<file path="config.mk">
export PLATFORM = sky130hd
export DESIGN_NAME = pedal_plausibility_monitor
export DESIGN_NICKNAME = d
export VERILOG_FILES = /design/src/design/pmon_pkg.sv /design/src/design/pmon_front.sv /design/src/design/pmon_fifo.sv /design/src/design/pmon_back.sv /design/src/design/pedal_plausibility_monitor.sv
export SDC_FILE = /design/constraint.sdc
export NUM_CORES = 1
export LEC_CHECK = 0
export BUFFER_PORTS_ARGS = -buffer_cell sky130_fd_sc_hd__buf_2
export CORE_UTILIZATION = 30
export CTS_BUF_LIST = sky130_fd_sc_hd__clkbuf_8
export CTS_CLUSTER_SIZE = 12
export DETAILED_ROUTE_END_ITERATION = 12
export PLACE_DENSITY = 0.55
export SLEW_MARGIN = 15
export SYNTH_ARGS = -nofsm -noshare
export SYNTH_HDL_FRONTEND = slang
export SYNTH_SLANG_ARGS = --single-unit
</file>
<file path="constraint.sdc">
create_clock -name clk -period 13.1 [get_ports clk]
set_input_delay 2.62 -clock clk [delete_from_list [all_inputs] [get_ports clk]]
set_output_delay 2.62 -clock clk [all_outputs]
set_load 0.01 [all_outputs]
</file>
<file path="src/design/pmon_pkg.sv">
// ----------------------------------------------------------------------------
// pmon_pkg: shared types and constants of the pedal plausibility monitor
// Holds the configuration record, the queue entry and the fixed thresholds.
// ----------------------------------------------------------------------------
`default_nettype none

package pmon_pkg;

  // Field widths fixed by the interface.
  localparam int MV_W      = 13;
  localparam int FRAC_W    = 17;
  localparam int QUO_W     = 16;
  localparam int CNT_W     = 8;
  localparam int CFG_W     = 17;
  localparam int CFG_IDX_W = 3;

  // Fixed thresholds.
  localparam logic [MV_W-1:0]   OPEN_WIRE_MV   = MV_W'(150);
  localparam logic [FRAC_W-1:0] FRAC_ONE       = FRAC_W'(65536);
  localparam logic [FRAC_W-1:0] BRAKE_THR_FRAC = FRAC_W'(16384);
  localparam logic [FRAC_W-1:0] RELEASE_FRAC   = FRAC_W'(3276);
  localparam logic [CNT_W-1:0]  COUNT_MAX      = CNT_W'(255);

  // Register indexes of the configuration port.
  typedef enum logic [CFG_IDX_W-1:0] {
    CFG_P1_REST  = 3'd0,
    CFG_P1_FULL  = 3'd1,
    CFG_P2_REST  = 3'd2,
    CFG_P2_FULL  = 3'd3,
    CFG_GAP      = 3'd4,
    CFG_BRAKE    = 3'd5,
    CFG_DEBOUNCE = 3'd6
  } pmon_cfg_idx_t;

  // Register reset values.
  localparam logic [MV_W-1:0]   RST_P1_REST  = MV_W'(2076);
  localparam logic [MV_W-1:0]   RST_P1_FULL  = MV_W'(950);
  localparam logic [MV_W-1:0]   RST_P2_REST  = MV_W'(2672);
  localparam logic [MV_W-1:0]   RST_P2_FULL  = MV_W'(3750);
  localparam logic [FRAC_W-1:0] RST_GAP      = FRAC_W'(6554);
  localparam logic [MV_W-1:0]   RST_BRAKE    = MV_W'(1000);
  localparam logic [CNT_W-1:0]  RST_DEBOUNCE = CNT_W'(10);

  typedef struct packed {
    logic [MV_W-1:0]   p1_rest;
    logic [MV_W-1:0]   p1_full;
    logic [MV_W-1:0]   p2_rest;
    logic [MV_W-1:0]   p2_full;
    logic [FRAC_W-1:0] gap_limit;
    logic [MV_W-1:0]   brake_limit;
    logic [CNT_W-1:0]  debounce;
  } pmon_cfg_t;

  // One pedal sensor after classification: fraction is zero, saturated,
  // or the quotient of an / ad with an below ad.
  typedef struct packed {
    logic            zero;
    logic            sat;
    logic [MV_W-1:0] an;
    logic [MV_W-1:0] ad;
  } pmon_pedal_t;

  // Queue entry between the front and the back.
  typedef struct packed {
    pmon_pedal_t p1;
    pmon_pedal_t p2;
    logic        open_wire;
    logic        brake_on;
  } pmon_item_t;

endpackage

`default_nettype wire

</file>
<file path="src/design/pmon_front.sv">
// ----------------------------------------------------------------------------
// pmon_front: input classification
// Accepts an item, works out sign, magnitude and saturation of each pedal
// fraction, the open wire check and the brake check, and queues the result.
// ----------------------------------------------------------------------------
`default_nettype none

module pmon_front
  import pmon_pkg::*;
(
  input  wire logic [MV_W-1:0] pedal1_mv,
  input  wire logic [MV_W-1:0] pedal2_mv,
  input  wire logic [MV_W-1:0] brake1_mv,
  input  wire logic [MV_W-1:0] brake2_mv,
  input  wire logic            in_valid,
  output logic                 in_ready,
  input  wire pmon_cfg_t       cfg,
  input  wire logic            q_full,
  output logic                 q_push,
  output pmon_item_t           q_data
);

  // Signed offset from rest for one sensor, and its classification.
  function automatic pmon_pedal_t classify(input logic [MV_W-1:0] v,
                                           input logic [MV_W-1:0] rest,
                                           input logic [MV_W-1:0] full);
    logic signed [MV_W:0] num;
    logic signed [MV_W:0] den;
    logic [MV_W:0]        an_w;
    logic [MV_W:0]        ad_w;
    pmon_pedal_t          p;
    num    = $signed({1'b0, v}) - $signed({1'b0, rest});
    den    = $signed({1'b0, full}) - $signed({1'b0, rest});
    an_w   = num[MV_W] ? (MV_W+1)'(-num) : num;
    ad_w   = den[MV_W] ? (MV_W+1)'(-den) : den;
    p.an   = an_w[MV_W-1:0];
    p.ad   = ad_w[MV_W-1:0];
    p.zero = (den == '0) || (num == '0) || (num[MV_W] != den[MV_W]);
    p.sat  = (p.an >= p.ad);
    return p;
  endfunction

  logic [MV_W:0] brake_sum;

  // The queue takes a new item whenever it has room.
  assign in_ready = !q_full;
  assign q_push   = in_valid && !q_full;

  // Classification of the item on the input ports.
  assign brake_sum = {1'b0, brake1_mv} + {1'b0, brake2_mv};

  always_comb begin
    q_data.p1        = classify(pedal1_mv, cfg.p1_rest, cfg.p1_full);
    q_data.p2        = classify(pedal2_mv, cfg.p2_rest, cfg.p2_full);
    q_data.open_wire = (pedal1_mv <= OPEN_WIRE_MV) || (pedal2_mv <= OPEN_WIRE_MV);
    q_data.brake_on  = (brake_sum >= {cfg.brake_limit, 1'b0});
  end

endmodule

`default_nettype wire

</file>
<file path="src/design/pmon_fifo.sv">
// ----------------------------------------------------------------------------
// pmon_fifo: short queue between front and back
// Register based first-in first-out queue with combinational read of the head.
// ----------------------------------------------------------------------------
`default_nettype none

module pmon_fifo #(
  parameter int WIDTH = 58,
  parameter int DEPTH = 2
) (
  input  wire logic             clk,
  input  wire logic             rst,
  input  wire logic             push,
  input  wire logic [WIDTH-1:0] wr_data,
  input  wire logic             pop,
  output logic [WIDTH-1:0]      rd_data,
  output logic                  full,
  output logic                  empty
);

  localparam int PTR_W = (DEPTH > 1) ? $clog2(DEPTH) : 1;
  localparam int CNT_W = $clog2(DEPTH + 1);

  logic [WIDTH-1:0] slots [DEPTH];
  logic [PTR_W-1:0] wr_ptr;
  logic [PTR_W-1:0] rd_ptr;
  logic [CNT_W-1:0] fill;

  assign full    = (fill == CNT_W'(DEPTH));
  assign empty   = (fill == '0);
  assign rd_data = slots[rd_ptr];

  // Pointers wrap at the depth, which need not be a power of two.
  always_ff @(posedge clk) begin
    if (rst) begin
      wr_ptr <= '0;
      rd_ptr <= '0;
      fill   <= '0;
    end else begin
      if (push) begin
        wr_ptr <= (wr_ptr == PTR_W'(DEPTH - 1)) ? '0 : wr_ptr + 1'b1;
      end
      if (pop) begin
        rd_ptr <= (rd_ptr == PTR_W'(DEPTH - 1)) ? '0 : rd_ptr + 1'b1;
      end
      if (push && !pop) begin
        fill <= fill + 1'b1;
      end else if (pop && !push) begin
        fill <= fill - 1'b1;
      end
    end
  end

  // Storage needs no reset.
  always_ff @(posedge clk) begin
    if (push) begin
      slots[wr_ptr] <= wr_data;
    end
  end

  // The back must never take an item from an empty queue.
  a_no_pop_empty: assert property (@(posedge clk) disable iff (rst) empty |-> !pop)
    else $error("item taken from an empty queue");

  // The fill level follows the handshakes of the previous cycle.
  a_fill_track: assert property (@(posedge clk) disable iff (rst)
    (push && !pop && !full) |=> (fill == $past(fill) + 1'b1))
    else $error("queue fill level lost an item");

endmodule

`default_nettype wire

</file>
<file path="src/design/pmon_back.sv">
// ----------------------------------------------------------------------------
// pmon_back: fraction division, plausibility state and result register
// Divides both pedal fractions in turn on one radix-4 restoring divider,
// then updates the debounce counter and fault latch and presents the result.
// ----------------------------------------------------------------------------
`default_nettype none

module pmon_back
  import pmon_pkg::*;
(
  input  wire logic              clk,
  input  wire logic              rst,
  input  wire pmon_cfg_t         cfg,
  input  wire logic              q_empty,
  input  wire pmon_item_t        q_data,
  output logic                   q_pop,
  output logic [FRAC_W-1:0]      throttle_frac,
  output logic                   fault_latched,
  output logic [CNT_W-1:0]       implausible_ticks,
  output logic                   out_valid,
  input  wire logic              out_ready
);

  typedef enum logic [3:0] {
    S_IDLE = 4'b0001,
    S_DIV  = 4'b0010,
    S_GAP  = 4'b0100,
    S_UPD  = 4'b1000
  } state_t;

  localparam int STEP_W = $clog2(QUO_W / 2);

  state_t            state, state_next;
  pmon_item_t        item;
  logic              sel;
  logic [STEP_W-1:0] step;
  logic [MV_W-1:0]   rem;
  logic [QUO_W-1:0]  quo;
  logic [FRAC_W-1:0] f1;
  logic [FRAC_W-1:0] f2;
  logic [FRAC_W-1:0] lo;
  logic              gap_hit;
  logic [CNT_W-1:0]  count;
  logic              fault;

  pmon_pedal_t       pc;
  logic [MV_W:0]     r1s, r2s;
  logic [MV_W-1:0]   r1, r2;
  logic              ge1, ge2;
  logic [QUO_W-1:0]  quo_next;
  logic [FRAC_W-1:0] frac;
  logic              last_step;
  logic              slot_free;
  logic [FRAC_W-1:0] hi_c, lo_c;
  logic [CNT_W-1:0]  cnt_next;
  logic              flt_next;
  logic              flt_set;

  // Sensor currently in the divider.
  assign pc = sel ? item.p2 : item.p1;

  // Two restoring steps a cycle; for a sensor that is neither zero nor saturated the remainder stays below the divisor.
  always_comb begin
    r1s      = {rem, 1'b0};
    ge1      = (r1s >= {1'b0, pc.ad});
    r1       = ge1 ? MV_W'(r1s - {1'b0, pc.ad}) : r1s[MV_W-1:0];
    r2s      = {r1, 1'b0};
    ge2      = (r2s >= {1'b0, pc.ad});
    r2       = ge2 ? MV_W'(r2s - {1'b0, pc.ad}) : r2s[MV_W-1:0];
    quo_next = {quo[QUO_W-3:0], ge1, ge2};
    if (pc.zero) begin
      frac = '0;
    end else if (pc.sat) begin
      frac = FRAC_ONE;
    end else begin
      frac = {1'b0, quo_next};
    end
  end

  assign last_step = (step == STEP_W'(QUO_W / 2 - 1));
  assign slot_free = !out_valid || out_ready;
  assign q_pop     = (state == S_IDLE) && !q_empty;

  // Smaller and larger fraction.
  always_comb begin
    if (f1 < f2) begin
      lo_c = f1;
      hi_c = f2;
    end else begin
      lo_c = f2;
      hi_c = f1;
    end
  end

  // Counter and latch update in the order the checks take effect. A latch
  // that is set at any point in the tick zeroes the throttle, even when the
  // recovery check clears it again at the end.
  always_comb begin
    cnt_next = count;
    flt_next = fault;
    if (item.open_wire) begin
      flt_next = 1'b1;
    end else if (gap_hit) begin
      cnt_next = (count == COUNT_MAX) ? count : count + 1'b1;
      if (cnt_next >= cfg.debounce) begin
        flt_next = 1'b1;
      end
    end else begin
      cnt_next = '0;
    end
    if (item.brake_on && !flt_next && (lo > BRAKE_THR_FRAC)) begin
      flt_next = 1'b1;
    end
    flt_set = flt_next;
    if (flt_next && (lo <= RELEASE_FRAC) && (cnt_next == '0)) begin
      flt_next = 1'b0;
    end
  end

  // Sequencer.
  always_comb begin
    state_next = state;
    case (state)
      S_IDLE: begin
        if (!q_empty) begin
          state_next = S_DIV;
        end
      end
      S_DIV: begin
        if (last_step && sel) begin
          state_next = S_GAP;
        end
      end
      S_GAP: begin
        state_next = S_UPD;
      end
      S_UPD: begin
        if (slot_free) begin
          state_next = S_IDLE;
        end
      end
      default: begin
        state_next = S_IDLE;
      end
    endcase
  end

  // Control state.
  always_ff @(posedge clk) begin
    if (rst) begin
      state     <= S_IDLE;
      count     <= '0;
      fault     <= 1'b0;
      out_valid <= 1'b0;
    end else begin
      state <= state_next;
      if (state == S_UPD && slot_free) begin
        count     <= cnt_next;
        fault     <= flt_next;
        out_valid <= 1'b1;
      end else if (out_ready) begin
        out_valid <= 1'b0;
      end
    end
  end

  // Datapath registers.
  always_ff @(posedge clk) begin
    case (state)
      S_IDLE: begin
        item <= q_data;
        sel  <= 1'b0;
        step <= '0;
        rem  <= (q_data.p1.zero || q_data.p1.sat) ? '0 : q_data.p1.an;
      end
      S_DIV: begin
        quo <= quo_next;
        if (last_step && !sel) begin
          // First fraction done: load the second sensor.
          f1   <= frac;
          sel  <= 1'b1;
          step <= '0;
          rem  <= (item.p2.zero || item.p2.sat) ? '0 : item.p2.an;
        end else begin
          rem  <= r2;
          step <= step + 1'b1;
          if (last_step) begin
            f2 <= frac;
          end
        end
      end
      S_GAP: begin
        lo      <= lo_c;
        gap_hit <= (FRAC_W'(hi_c - lo_c) >= cfg.gap_limit);
      end
      S_UPD: begin
        if (slot_free) begin
          throttle_frac     <= flt_set ? '0 : lo;
          fault_latched     <= flt_next;
          implausible_ticks <= cnt_next;
        end
      end
      default: begin
      end
    endcase
  end

  // The divider keeps its remainder below the divisor.
  a_rem_bound: assert property (@(posedge clk) disable iff (rst)
    (state == S_DIV && !pc.zero && !pc.sat) |-> (rem < pc.ad))
    else $error("divider remainder out of range");

  // A result is written as soon as the output slot frees up.
  a_result_out: assert property (@(posedge clk) disable iff (rst)
    (state == S_UPD && slot_free) |=> (out_valid && state == S_IDLE))
    else $error("result not presented");

  // While the latch is set the throttle is zero.
  a_latched_zero: assert property (@(posedge clk) disable iff (rst)
    (out_valid && fault_latched) |-> (throttle_frac == '0))
    else $error("throttle not zero under a latched fault");

  // A waiting result is not overwritten.
  a_hold: assert property (@(posedge clk) disable iff (rst)
    (out_valid && !out_ready) |=> (out_valid && $stable(throttle_frac)
                                   && $stable(implausible_ticks)))
    else $error("waiting result overwritten");

endmodule

`default_nettype wire

</file>
<file path="src/design/pedal_plausibility_monitor.sv">
// ----------------------------------------------------------------------------
// pedal_plausibility_monitor: accelerator pedal plausibility check
// Maps two pedal sensors to travel fractions, checks them against each other
// and against the brake, and keeps a debounced fault latch.
// ----------------------------------------------------------------------------
//
//   Channel  Direction  Handshake            Fields
//   in       input      in_valid/in_ready    pedal1_mv pedal2_mv brake1_mv brake2_mv
//   out      output     out_valid/out_ready  throttle_frac fault_latched
//                                            implausible_ticks
//   cfg      input      cfg_we               cfg_index cfg_data
//
// An item passes through the back part in this order: a load, the two
// fraction divisions on the shared radix-4 divider one after the other, the
// gap compare and the latch update. The queue holds QUEUE_DEPTH items, so the
// input keeps accepting while the back works or a result waits, until the
// queue is full. Reset clears the queue, the counter, the latch and the output
// valid, and loads the register defaults.
// ----------------------------------------------------------------------------
`default_nettype none

module pedal_plausibility_monitor
  import pmon_pkg::*;
#(
  parameter int QUEUE_DEPTH = 2
) (
  input  wire logic                 clk,
  input  wire logic                 rst,
  input  wire logic                 in_valid,
  output logic                      in_ready,
  input  wire logic [MV_W-1:0]      pedal1_mv,
  input  wire logic [MV_W-1:0]      pedal2_mv,
  input  wire logic [MV_W-1:0]      brake1_mv,
  input  wire logic [MV_W-1:0]      brake2_mv,
  output logic                      out_valid,
  input  wire logic                 out_ready,
  output logic [FRAC_W-1:0]         throttle_frac,
  output logic                      fault_latched,
  output logic [CNT_W-1:0]          implausible_ticks,
  input  wire logic                 cfg_we,
  input  wire logic [CFG_IDX_W-1:0] cfg_index,
  input  wire logic [CFG_W-1:0]     cfg_data
);

  pmon_cfg_t  cfg;
  pmon_item_t push_item;
  pmon_item_t head_item;
  logic       q_push, q_pop, q_full, q_empty;

  // Configuration registers.
  always_ff @(posedge clk) begin
    if (rst) begin
      cfg.p1_rest     <= RST_P1_REST;
      cfg.p1_full     <= RST_P1_FULL;
      cfg.p2_rest     <= RST_P2_REST;
      cfg.p2_full     <= RST_P2_FULL;
      cfg.gap_limit   <= RST_GAP;
      cfg.brake_limit <= RST_BRAKE;
      cfg.debounce    <= RST_DEBOUNCE;
    end else if (cfg_we) begin
      case (cfg_index)
        CFG_P1_REST:  cfg.p1_rest     <= cfg_data[MV_W-1:0];
        CFG_P1_FULL:  cfg.p1_full     <= cfg_data[MV_W-1:0];
        CFG_P2_REST:  cfg.p2_rest     <= cfg_data[MV_W-1:0];
        CFG_P2_FULL:  cfg.p2_full     <= cfg_data[MV_W-1:0];
        CFG_GAP:      cfg.gap_limit   <= cfg_data[FRAC_W-1:0];
        CFG_BRAKE:    cfg.brake_limit <= cfg_data[MV_W-1:0];
        CFG_DEBOUNCE: cfg.debounce    <= cfg_data[CNT_W-1:0];
        default: begin
        end
      endcase
    end
  end

  // Front part: classification and queue push.
  pmon_front u_front (
    .pedal1_mv (pedal1_mv),
    .pedal2_mv (pedal2_mv),
    .brake1_mv (brake1_mv),
    .brake2_mv (brake2_mv),
    .in_valid  (in_valid),
    .in_ready  (in_ready),
    .cfg       (cfg),
    .q_full    (q_full),
    .q_push    (q_push),
    .q_data    (push_item)
  );

  // Queue between the two parts.
  pmon_fifo #(
    .WIDTH ($bits(pmon_item_t)),
    .DEPTH (QUEUE_DEPTH)
  ) u_fifo (
    .clk     (clk),
    .rst     (rst),
    .push    (q_push),
    .wr_data (push_item),
    .pop     (q_pop),
    .rd_data (head_item),
    .full    (q_full),
    .empty   (q_empty)
  );

  // Back part: division, plausibility state and result.
  pmon_back u_back (
    .clk               (clk),
    .rst               (rst),
    .cfg               (cfg),
    .q_empty           (q_empty),
    .q_data            (head_item),
    .q_pop             (q_pop),
    .throttle_frac     (throttle_frac),
    .fault_latched     (fault_latched),
    .implausible_ticks (implausible_ticks),
    .out_valid         (out_valid),
    .out_ready         (out_ready)
  );

endmodule

`default_nettype wire
</file>
==> flow_summary.rst <==
.. list-table::
   :header-rows: 1

   * - Metric
     - Value
   * - Number of standard cells in the final layout excluding fillers
     - 3,248
   * - Data required time at the worst endpoint
     - 13.44 ns
   * - GR Overflow Total
     - 0
   * - Met2 routed wirelength
     - 26.2 mm
   * - Num ports
     - 105
   * - Switching part of the total power
     - 0.365
   * - Post-detailed-route count of antenna-violating nets
     - 0
   * - Cell with the most instances after synthesis
     - nand2_1
   * - TritonCTS clock tree
     - yes
   * - Number of setup violations in the final report
     - 0
   * - Capturing point of the worst reg2reg path
     - u_back.rem[2]
   * - First-pass iteration count of the detailed router
     - 5
   * - Post-synth cell types
     - 86
   * - Worst reg2reg setup slack
     - 6.29 ns
   * - Routability congestion estimate from global placement
     - 0.893
   * - Cell internal power dissipation
     - 2.88 mW
   * - Reg-to-reg startpoint
     - u_back.sel
   * - Count of pins over their slew limit
     - 0
   * - Number of enable flip-flop cells after synthesis
     - 270
   * - Area fraction of the dominant cell type after synthesis
     - 0.370
   * - Final Routed Wirelength
     - 56.2 mm
   * - Ranking of synthesized cells by area
     - edfxtp_1 37%, ha_1 10%, dfxtp_1 9.9%, nand2_1 4.7%, xnor2_1 3.7%
   * - Maximum Capacitance Violations
     - 0
   * - Number of global-route vias before repair
     - 15.9k
   * - Maximum resistive drop on vdd
     - 0.122 mV
   * - Top FF cell, synth
     - edfxtp_1
   * - First-pass GRT wire length
     - 87.6 mm
   * - Initial antenna violation count
     - 9
   * - Flip-flop and latch count after synthesis
     - 379
   * - Highest Clock Rate
     - 147 MHz
   * - First element of the critical path
     - u_back.sel
   * - Iteration-0 DRC count of the detailed router
     - 940
   * - Worst-path clk slew
     - 0.06 ns
   * - Biggest area consumer among synthesized cells
     - edfxtp_1
   * - Period Utilization, post-route
     - 0.520
   * - Number of buffers on the longest clock path
     - 3
   * - Time the worst path needs with I/O delays and setup
     - 6.81 ns
   * - Leakage power summed over all cells
     - 9.86 nW
   * - FFs w/ async S/R, synth
     - 0
   * - Fin util
     - 0.346
   * - Relative contribution of the clock network to total power
     - 0.233
   * - Share of final-layout standard cells stronger than drive strength 1
     - 0.136
   * - Last element of the critical path
     - u_back.rem[2]
   * - Mapped Cells
     - 2,115
   * - Max_slew headroom
     - 0.283
   * - Starting utilization of the core area
     - 0.305
   * - Crit start category
     - flop
   * - Horizontal extent of the die
     - 272 microns
   * - Cell area after synthesis
     - 0.0219 sq mm
   * - CTS sink count
     - 379
   * - WP data arrival
     - 7.15 ns
   * - Routed length per placed instance
     - 17.3 microns
   * - Startpoint of the most critical hold path
     - u_back.quo[2]
   * - Yosys warning count
     - 0
   * - Number of standard-cell rows in the floorplan
     - 98
   * - Portion of the post-synthesis area used by sequential elements
     - 0.469
   * - Number of vias after detailed routing
     - 16.0k
   * - Global routing usage summed across all routing layers
     - 0.151
   * - Result of the run
     - finished clean
   * - Most instantiated cells after synthesis
     - 277 x nand2_1, 270 x edfxtp_1, 180 x ha_1
   * - HPWL Detailed
     - 42.1 mm
   * - Sequential fraction of design power
     - 0.366
   * - Combinational fraction of design power
     - 0.400
   * - Cts bufs inserted
     - 69
   * - Total met3 wirelength after detailed routing
     - 2.08 mm
   * - Die extent in y
     - 272 microns
   * - Total power density per cell area
     - 183 mW/mm^2
   * - Hold/Removal Path Class
     - reg2reg
   * - Unrepaired setup endpoints after global routing
     - false
   * - Synthesized netlist net count
     - 2,378
   * - Instance area at placement
     - 0.0235 sq mm
   * - Count of final hold-check violations
     - 0
   * - Routed vias/inst
     - 4.94
   * - Number of buffers added to fix hold violations after cts
     - 0
   * - Number of cells upsized or downsized after cts
     - 0
   * - Element type at the critical path end
     - flop
   * - Type of the worst setup path
     - reg2reg
   * - Worst clock skew
     - 0.0371 ns
   * - Setup fix buffers added after clock tree synthesis
     - 0
   * - Root buffer selected by CTS
     - clkbuf_8
   * - Cell count after placement
     - 3,122
   * - Insertion delay of the later-clocked pin in the worst-skew pair
     - 0.64 ns
   * - Layout overhead on the synthesized area
     - 13.4%
   * - Avg Synthesized Cell Area
     - 10.4 sq um
   * - Maximum number of pins on one net before global-route repair
     - 72
   * - Transition time at the pin with the least slew margin
     - 1.07 ns
   * - Worst Reg-to-Reg Cells
     - 21
   * - Post-route standard cell area excluding fillers
     - 0.0249 sq mm
   * - Critical Path Fanout Max
     - 23
   * - Final #Nets
     - 2,507
   * - Top metal layer carrying routed signals
     - met5
   * - Total net switching power
     - 1.65 mW
   * - Port buffer count
     - 104
   * - Routed length on met1
     - 26.2 mm
   * - Number of levels in the clock H-tree
     - 3
   * - Core Footprint
     - 0.0719 sq mm
   * - Sum Neg Setup Slack
     - 0 ns
   * - Area of the die
     - 0.0742 sq mm
   * - DRC violations left
     - 0
==> power groups by stage <==
stage / Clock [mW] / Sequential (mW) / Combinational (mW)
2_1_floorplan: 0 / 1.65 / 1.37
3_3_place_gp: 0 / 1.68 / 1.75
3_5_place_dp: 0 / 1.68 / 1.81
4_1_cts: 1.09 / 1.66 / 1.82
5_1_grt: 1.14 / 1.68 / 2.02
6_report: 1.06 / 1.66 / 1.82
==> final cells by class <==
cell class	instances	area (sq um)
clock buffer	74	1020
antenna	1	2.50
sequential	379	10300
fill	7300	47000
timing repair buffer	117	638
multi-input combinational	1535	10900
clock inverter	50	272
inverter	142	533
tap	950	1190
==> sequential cells by signal, indices dropped and copies added (netlist names), 2 cells and up, named ones only <==
register	cells
u_back.step	3
u_back.rem	13
u_fifo.fill	2
u_back.f1	17
u_back.count	8
u_fifo.slots	116
u_back.quo	14
u_back.lo	17
u_back.item	45
u_back.throttle_frac	17
u_back.f2	17
u_back.state	4
cfg	90
u_back.implausible_ticks	8
==> logic make-up after synthesis <==
group	share of synthesized area
multiplexers	0.0588
XOR/XNOR	0.0559
AO/OA/AOI/OAI	0.132
AND/OR/NAND/NOR	0.141
adder cells (fa/ha/maj)	0.108
flip-flops	0.469
buffers and inverters	0.0352
==> metrics by stage <==
| stage | total power [mW] | setup WS, ns | hold WS, ns |
|---|---|---|---|
| after CTS | 4.57 | 6.33 | 0.435 |
| after floorplan | 3.02 | 6.59 | 0.417 |
| final | 4.54 | 6.29 | 0.437 |
| after detailed placement | 3.50 | 6.14 | 0.428 |
| after global placement | 3.43 | 6.20 | 0.433 |
| after global routing | 4.85 | 5.74 | 0.455 |
==> placed cells by master (no fill, tap or decap), types with 11 or more instances in the layout <==
| cell type | instances |
|---|---|
| and3_1 | 13 |
| nand2_1 | 277 |
| buf_4 | 12 |
| or3_1 | 19 |
| nand4_1 | 14 |
| o21a_1 | 26 |
| ha_1 | 180 |
| xnor2_1 | 92 |
| nor3_1 | 33 |
| clkbuf_8 | 74 |
| edfxtp_1 | 270 |
| nor2b_1 | 18 |
| inv_1 | 166 |
| a211oi_1 | 15 |
| dfxtp_1 | 108 |
| and2_1 | 42 |
| o21ai_0 | 72 |
| xor2_1 | 48 |
| a31oi_1 | 11 |
| nor2_1 | 114 |
| a21o_1 | 51 |
| o31ai_1 | 12 |
| buf_2 | 104 |
| a21oi_1 | 131 |
| mux2i_1 | 58 |
| mux2_2 | 63 |
| o211ai_1 | 23 |
| nand2b_1 | 28 |
| nand3_1 | 42 |
==> how the worst min path moves through the flow <==
stage	cells past startpoint	end
global placement	0	u_back.quo[5]
floorplan	0	u_back.quo[10]
global route	0	u_back.quo[3]
CTS	0	u_back.quo[4]
finish	0	u_back.quo[4]
detailed placement	0	u_back.quo[4]
==> layer usage <==
metal  vias up  GRT usage
li1       7919          -
met5         -          0
met4        10     0.0591
met1      7633      0.199
met2       355      0.247
met3       115     0.0234
==> critical path, cell delays in order (launching register included) <==
cell,delay [ns]
edfxtp_1,0.32
buf_4,0.34
mux2i_1,0.42
ha_1,0.36
a21o_1,0.20
a21oi_1,0.23
o21bai_1,0.12
a2111o_1,0.50
nand3_1,0.13
a22o_1,0.63
o21ai_0,0.34
ha_1,0.41
a21o_1,0.18
a21oi_1,0.20
a31oi_1,0.17
or4_1,0.44
a31oi_1,0.29
o21ai_0,0.18
nand2_1,0.14
nand2_1,0.45
mux2i_1,0.35
o221ai_1,0.14
No activity file was read; power rests on OpenSTA's default activity.
